## src/design/assert_macros.svh

```systemverilog
// Assertion helpers shared by the RTL.
`ifndef ASSERT_MACROS_SVH
`define ASSERT_MACROS_SVH

// Clocked check, skipped while reset is held.
`define MTS_ASSERT(lbl, prop, msg) \
  lbl: assert property (@(posedge clk) disable iff (!rst_n) prop) else $error(msg);

// Clocked check that also holds during reset.
`define MTS_ASSERT_ALWAYS(lbl, prop, msg) \
  lbl: assert property (@(posedge clk) prop) else $error(msg);

`endif

```

## src/design/mts_pkg.sv

```systemverilog
package mts_pkg;

  localparam int unsigned WORD_W = 32;
  localparam logic signed [WORD_W-1:0] EMPTY_WORD = 32'sh7FFF_FFFF;

  typedef enum logic {
    OP_PUSH = 1'b0,
    OP_POP  = 1'b1
  } op_t;

  typedef enum logic [1:0] {
    ERR_NONE       = 2'd0,
    ERR_PUSH_FULL  = 2'd1,
    ERR_POP_EMPTY  = 2'd2
  } err_t;

  typedef enum logic [1:0] {
    S_IDLE,
    S_READ,
    S_DONE
  } state_t;

endpackage

```

## src/design/mts_ram.sv

```systemverilog
module mts_ram #(
  parameter int unsigned WIDTH = 32,
  parameter int unsigned DEPTH = 64
) (
  input  logic                     clk,
  input  logic                     we,
  input  logic [$clog2(DEPTH)-1:0] waddr,
  input  logic [WIDTH-1:0]         wdata,
  input  logic [$clog2(DEPTH)-1:0] raddr,
  output logic [WIDTH-1:0]         rdata
);

  logic [WIDTH-1:0] mem [DEPTH];

  always_ff @(posedge clk) begin
    if (we) begin
      mem[waddr] <= wdata;
    end
    rdata <= mem[raddr];
  end

endmodule

```

## src/design/min_tracking_stack_unit.sv

```systemverilog
// Min-tracking stack: LIFO of signed 32-bit words that also reports its minimum.
// Input channel (in_valid/in_ready): in_mode 0 pushes in_value, 1 pops the top.
// Result channel (out_valid/out_ready): one result item per input item with the
// top entry, the smallest held entry (both 0x7FFFFFFF when empty), an empty
// flag and an error code (1 push on full, 2 pop on empty; both leave the stack
// unchanged).
// Entries live in two single-port-write RAMs, one for data and one for the
// running minima; the current top and minimum are kept in registers.
// Sequencing: a push result is registered from S_DONE after acceptance; a pop
// first passes through S_READ, the extra state being the RAM read of the entry below.
// Items are handled one at a time: a new item is accepted only in S_IDLE, once
// the previous result has been loaded into the output register.
// A new item may be taken while the previous result still waits on out_ready;
// the block then holds its next result until the output register frees up.
// Reset clears the counts and handshake state; the RAMs need no clearing, since
// only written entries are ever read.
module min_tracking_stack_unit #(
  parameter int unsigned STACK_DEPTH = 64
) (
  input  logic                                clk,
  input  logic                                rst_n,
  input  logic                                in_valid,
  output logic                                in_ready,
  input  logic                                in_mode,
  input  logic signed [mts_pkg::WORD_W-1:0]   in_value,
  output logic                                out_valid,
  input  logic                                out_ready,
  output logic signed [mts_pkg::WORD_W-1:0]   out_top_value,
  output logic signed [mts_pkg::WORD_W-1:0]   out_min_value,
  output logic                                out_is_empty,
  output logic [1:0]                          out_error_code
);

  import mts_pkg::*;

  `include "assert_macros.svh"

  localparam int unsigned CW = $clog2(STACK_DEPTH + 1);
  localparam int unsigned AW = $clog2(STACK_DEPTH);

  state_t                   state_r, state_nxt;
  logic [CW-1:0]            data_count_r, data_count_nxt;
  logic [CW-1:0]            min_count_r, min_count_nxt;
  logic signed [WORD_W-1:0] top_data_r, top_data_nxt;
  logic signed [WORD_W-1:0] top_min_r, top_min_nxt;
  logic                     min_pop_r, min_pop_nxt;
  err_t                     err_r, err_nxt;

  logic                     out_valid_r, out_valid_nxt;
  logic signed [WORD_W-1:0] out_top_r, out_top_nxt;
  logic signed [WORD_W-1:0] out_min_r, out_min_nxt;
  logic                     out_empty_r, out_empty_nxt;
  err_t                     out_err_r, out_err_nxt;

  logic                     data_we, min_we;
  logic [AW-1:0]            data_waddr, min_waddr, data_raddr, min_raddr;
  logic [WORD_W-1:0]        data_rdata, min_rdata;
  logic [CW-1:0]            data_sub2, min_sub2;
  logic                     full, pop_min;

  assign full       = (data_count_r == CW'(STACK_DEPTH));
  assign data_sub2  = data_count_r - CW'(2);
  assign min_sub2   = min_count_r - CW'(2);
  assign data_raddr = data_sub2[AW-1:0];
  assign min_raddr  = min_sub2[AW-1:0];
  assign data_waddr = data_count_r[AW-1:0];
  assign min_waddr  = min_count_r[AW-1:0];
  assign pop_min    = (min_count_r != '0) && (top_data_r <= top_min_r);

  assign in_ready = (state_r == S_IDLE);

  mts_ram #(.WIDTH(WORD_W), .DEPTH(STACK_DEPTH)) u_data_ram (
    .clk   (clk),
    .we    (data_we),
    .waddr (data_waddr),
    .wdata (in_value),
    .raddr (data_raddr),
    .rdata (data_rdata)
  );

  mts_ram #(.WIDTH(WORD_W), .DEPTH(STACK_DEPTH)) u_min_ram (
    .clk   (clk),
    .we    (min_we),
    .waddr (min_waddr),
    .wdata (in_value),
    .raddr (min_raddr),
    .rdata (min_rdata)
  );

  always_comb begin
    state_nxt      = state_r;
    data_count_nxt = data_count_r;
    min_count_nxt  = min_count_r;
    top_data_nxt   = top_data_r;
    top_min_nxt    = top_min_r;
    min_pop_nxt    = min_pop_r;
    err_nxt        = err_r;
    out_valid_nxt  = out_valid_r && !out_ready;
    out_top_nxt    = out_top_r;
    out_min_nxt    = out_min_r;
    out_empty_nxt  = out_empty_r;
    out_err_nxt    = out_err_r;
    data_we        = 1'b0;
    min_we         = 1'b0;

    case (state_r)
      S_IDLE: begin
        if (in_valid) begin
          err_nxt     = ERR_NONE;
          min_pop_nxt = 1'b0;
          if (op_t'(in_mode) == OP_PUSH) begin
            state_nxt = S_DONE;
            if (full) begin
              err_nxt = ERR_PUSH_FULL;
            end else begin
              data_we        = 1'b1;
              top_data_nxt   = in_value;
              data_count_nxt = data_count_r + CW'(1);
              if ((min_count_r == '0) || (in_value <= top_min_r)) begin
                min_we        = 1'b1;
                top_min_nxt   = in_value;
                min_count_nxt = min_count_r + CW'(1);
              end
            end
          end else begin
            if (data_count_r == '0) begin
              err_nxt   = ERR_POP_EMPTY;
              state_nxt = S_DONE;
            end else begin
              data_count_nxt = data_count_r - CW'(1);
              min_pop_nxt    = pop_min;
              if (pop_min) begin
                min_count_nxt = min_count_r - CW'(1);
              end
              state_nxt = S_READ;
            end
          end
        end
      end
      S_READ: begin
        if (data_count_r != '0) begin
          top_data_nxt = data_rdata;
        end
        if (min_pop_r && (min_count_r != '0)) begin
          top_min_nxt = min_rdata;
        end
        state_nxt = S_DONE;
      end
      S_DONE: begin
        if (!out_valid_r || out_ready) begin
          out_valid_nxt = 1'b1;
          out_top_nxt   = (data_count_r != '0) ? top_data_r : EMPTY_WORD;
          out_min_nxt   = (min_count_r != '0) ? top_min_r : EMPTY_WORD;
          out_empty_nxt = (data_count_r == '0);
          out_err_nxt   = err_r;
          state_nxt     = S_IDLE;
        end
      end
      default: begin
        state_nxt = S_IDLE;
      end
    endcase
  end

  always_ff @(posedge clk) begin
    if (!rst_n) begin
      state_r      <= S_IDLE;
      data_count_r <= '0;
      min_count_r  <= '0;
      min_pop_r    <= 1'b0;
      err_r        <= ERR_NONE;
      out_valid_r  <= 1'b0;
    end else begin
      state_r      <= state_nxt;
      data_count_r <= data_count_nxt;
      min_count_r  <= min_count_nxt;
      min_pop_r    <= min_pop_nxt;
      err_r        <= err_nxt;
      out_valid_r  <= out_valid_nxt;
    end
  end

  always_ff @(posedge clk) begin
    top_data_r  <= top_data_nxt;
    top_min_r   <= top_min_nxt;
    out_top_r   <= out_top_nxt;
    out_min_r   <= out_min_nxt;
    out_empty_r <= out_empty_nxt;
    out_err_r   <= out_err_nxt;
  end

  assign out_valid      = out_valid_r;
  assign out_top_value  = out_top_r;
  assign out_min_value  = out_min_r;
  assign out_is_empty   = out_empty_r;
  assign out_error_code = out_err_r;

  `MTS_ASSERT(a_min_le_data, min_count_r <= data_count_r, "min count above data count")
  `MTS_ASSERT(a_count_bound, data_count_r <= CW'(STACK_DEPTH), "data count above depth")
  `MTS_ASSERT(a_read_after_idle, (state_r == S_READ) |-> ($past(state_r) == S_IDLE), "bad read entry")
  `MTS_ASSERT(a_pop_empty_flag, (out_valid_r && (out_err_r == ERR_POP_EMPTY)) |-> out_empty_r, "pop error on non-empty")

endmodule
```

## config.mk

```make
export PLATFORM = sky130hd
export DESIGN_NAME = min_tracking_stack_unit
export DESIGN_NICKNAME = d
export VERILOG_FILES = /design/src/design/mts_pkg.sv /design/src/design/mts_ram.sv /design/src/design/min_tracking_stack_unit.sv
export VERILOG_INCLUDE_DIRS = /design/src /design/src/design
export SDC_FILE = /design/constraint.sdc
export NUM_CORES = 2
export LEC_CHECK = 0
export BUFFER_PORTS_ARGS = -buffer_cell sky130_fd_sc_hd__buf_2
export CAP_MARGIN = 30
export CORE_UTILIZATION = 60
export DETAILED_ROUTE_END_ITERATION = 8
export PLACE_DENSITY = 0.76
export SLEW_MARGIN = 20
export SYNTH_ARGS = -nofsm -noshare
export SYNTH_HDL_FRONTEND = slang
export SYNTH_SLANG_ARGS = --single-unit
```

## constraint.sdc

```tcl
create_clock -name clk -period 5.35 [get_ports clk]
set_input_delay 0.2675 -clock clk [delete_from_list [all_inputs] [get_ports clk]]
set_output_delay 0.2675 -clock clk [all_outputs]
set_load 0.02 [all_outputs]
```

==> impl_results.md <==
* Status: complete, no violations
* Slew Limit Fails at 0
* Layout cells sized above 1 at 33.2%
* EDFF count, synth at 4227
* # clock sinks at 4311
* Ranking of synthesized cells by area: edfxtp_1 (77%), mux4_2 (18%), dfxtp_1 (1.0%)
* I/O Pins at 106
* Slew @ Worst Pin at 1.14 ns
* Final ANT Viol Nets at 0
* Final min period at 4.32 ns
* Clock slew at the register clock pins of the worst setup and hold paths at 0.06 ns
* # resized after CTS at 0
* Syn Nets at 6957
* Count leader, synth: edfxtp_1
* Sequential fraction of design power at 41.5%
* RSZ-0062 raised after global routing: no
* # DRC at 0
* Commonest cells in the netlist: edfxtp_1 (4227), mux4_2 (1319), nand2_1 (273)
* Lkg Pwr at 0.0576 µW
* HPWL after DPL at 263 mm
* Fin Setup TNS at 0 ns
* Cell Pwr Density at 500 nW/µm²
* Max Fanout on Critical Path at 29
* Post-synthesis cell area at 165000 µm²
* CTS tree: built
* Initial core utilization at 60.5%
* Distinct cells, synth at 63
* Vias at 80900
* Global Route Usage Sum at 33.5%
* IR drop worst, VDD at 0.464 mV
* Post-synth top area share at 77.1%
* Clock root buffer: clkbuf_16
* Hold Violations, Final at 0
* Routed len/inst at 40.7 µm
* CP Cell Sequence: inv_1, ha_1, a211o_1, a31oi_1, o21ai_0, o31a_1, o21ai_0, nor4b_1, buf_4, nand2_1, nor2_4, buf_4
* Required time of the critical path at 5.89 ns
* WHS Path Cells at 2
* Seq cells post-synth at 4311
* Startpoint types: flip-flop
* IO Port Bufs at 105
* Cell-internal power at 64900 µW
* Clock Skews at 0.0727 ns
* F_max at 231 MHz
* Std cell rows at 191
* Max_slew headroom at 23.9%
* DR iter-0 viols at 13600
* Yosys warns at 0
* Final setup viols at 0
* Layout area overhead at 13.4%
* Die X at 526 µm
* Total iterations of the first detailed-routing run at 8
* Predominant post-synthesis flop cell: edfxtp_1
* Clock network power share at 31.3%
* Final global-route overflow total at 0
* Critical Path Sink Type: flip-flop
* Via density per instance at 7.17
* Core area at 272000 µm²
* Sequential fraction of the synthesis area at 78.1%
* Hold WC Path Type: in2reg
* Worst path slowest cell: buf_4
* Syn_area_per_cell at 24.1 µm²
* Net Sw Power at 28500 µW
* H-tree Lvls at 5
* Register area at 129000 µm²
* Syn Inst Count at 6834
* Max-cap violations at 0
* Asr flop ratio synth at 0%
* Worst EP arrival at 4.86 ns
* # fillers at 15300
* Reg2Reg Depth at 12
* Clk buf depth at 4
* Clock latency on the worst-skew pair at 0.94 ns
* DIE AREA at 277000 µm²
* Final #Nets at 7488
* Vias in the first global route at 80600
* Smallest hold slack at 0.0542 ns
* Pin count of the biggest net entering global routing at 152
* CP peak stage delay at 0.53 ns
* Multi-input combinational cell area at 35700 µm²
* Initial antenna violation count at 55
* Total CTS buffers at 407
* Routability cong. at 0.968
* Synth area leader: edfxtp_1
* First-pass GRT wire length at 637 mm
* Setup CP Type: reg2reg
* Die H at 526 µm
* Routed WL at 459 mm
* Period Utilization, post-route at 80.8%
* Comb pwr share at 27.2%
* Switching share of total power at 30.5%
power by group through the flow:
stage	sequential, µW	combinational [µW]	clock, µW
2_1_floorplan	39100	14100	0
3_3_place_gp	39400	24100	0
3_5_place_dp	39400	24300	0
4_1_cts	38700	24800	29400
5_1_grt	38700	25800	30600
6_report	38700	25400	29300
path summary, 6_finish.rpt:
path | start | end | slack [ns]
worst max-delay path | top_min_r[11] | u_min_ram.mem[5][27] | 1.03
worst min register to register | u_data_ram.rdata[7] | top_data_r[7] | 0.47
worst min-delay path | in_value[20] | u_data_ram.mem[2][20] | 0.05
worst max register to register | top_min_r[11] | u_min_ram.mem[5][27] | 1.03
stage by stage:
stage	utilization [%]	cells	worst slack (ns)	total power (µW)	instance area (µm²)
final	68.6	11300	1.03	93400	187000
after detailed placement	63.6	10500	1.11	63700	173000
after CTS	68.5	11300	1.10	92900	186000
after global routing	68.6	11300	0.915	95100	187000
after floorplan	-	6834	1.02	53100	165000
after global placement	63.4	10500	1.16	63500	173000
critical path, delay by kind of cell (launching register included):
family                     cells  cell delay (ns)
DFF                            1             0.35
and+or+nand+nor                3             1.14
AOI/OAI and AO/OA              5             1.28
adders and majority gates      1             0.27
buffers and inverters          3             0.84
placed cells by master, fill, tap and decap left out, drive strengths merged, types with 26 or more instances in the layout:
cell    synthesis  final
a211oi         32     32
a21oi          45     45
buf           156    440
bufinv          0     49
clkbuf        179    497
clkinv          0    182
dfxtp          84     84
edfxtp       4227   4227
ha             84     84
inv            46     54
mux4         1319   1319
nand2         274    274
nor2          155    155
nor2b          26     26
or2            32     32
kinds of logic (layout without fill, tap and decap cells):
group / after synthesis / after routing / synth area share (%)
adders and majority gates: 86 / 86 / 0.663
and+or+nand+nor: 562 / 562 / 1.52
muxes: 1333 / 1333 / 18.1
DFF: 4311 / 4311 / 78.1
AOI/OAI and AO/OA: 143 / 143 / 0.575
xor gates and xnor gates: 18 / 18 / 0.0957
other: 0 / 20 / 0
buffers and inverters: 381 / 1252 / 0.909
metal layers:
metal | part of all wire [%] | track usage (%)
met2 | 47 | 50.9
met5 | 0.029 | 0
met1 | 34 | 45.2
met4 | 6.6 | 18.3
met3 | 13 | 8.68
timing repair:
| action | CTS | global route |
|---|---|---|
| endpoints found under the setup margin | 0 | 0 |
| endpoints found under the hold margin | 113 | 0 |
| hold buffers | 17 | 0 |
| setup buffers | 0 | 0 |
sequential cells by signal, summed over array words and instances (netlist names), 7 cells and up:
name,flops
u_min_ram.rdata,32
min_count_r,7
data_count_r,7
u_min_ram.mem,2048
top_data_r,32
u_data_ram.rdata,32
out_min_value,32
top_min_r,32
u_data_ram.mem,2048
out_top_value,32
cell type report:
| type | instances | share of cell area [%] |
|---|---|---|
| flip-flops and latches | 4311 | 68.9 |
| multi-input cells | 2142 | 19.1 |
| clock buffers | 497 | 5.76 |
| well taps | 3570 | 2.39 |
| repair buffers | 457 | 2.31 |
| clock inverters | 252 | 1.39 |
| inverters | 46 | 0.0925 |
| diodes | 20 | 0.0268 |
Note: power is estimated with default switching activity, not from simulation.
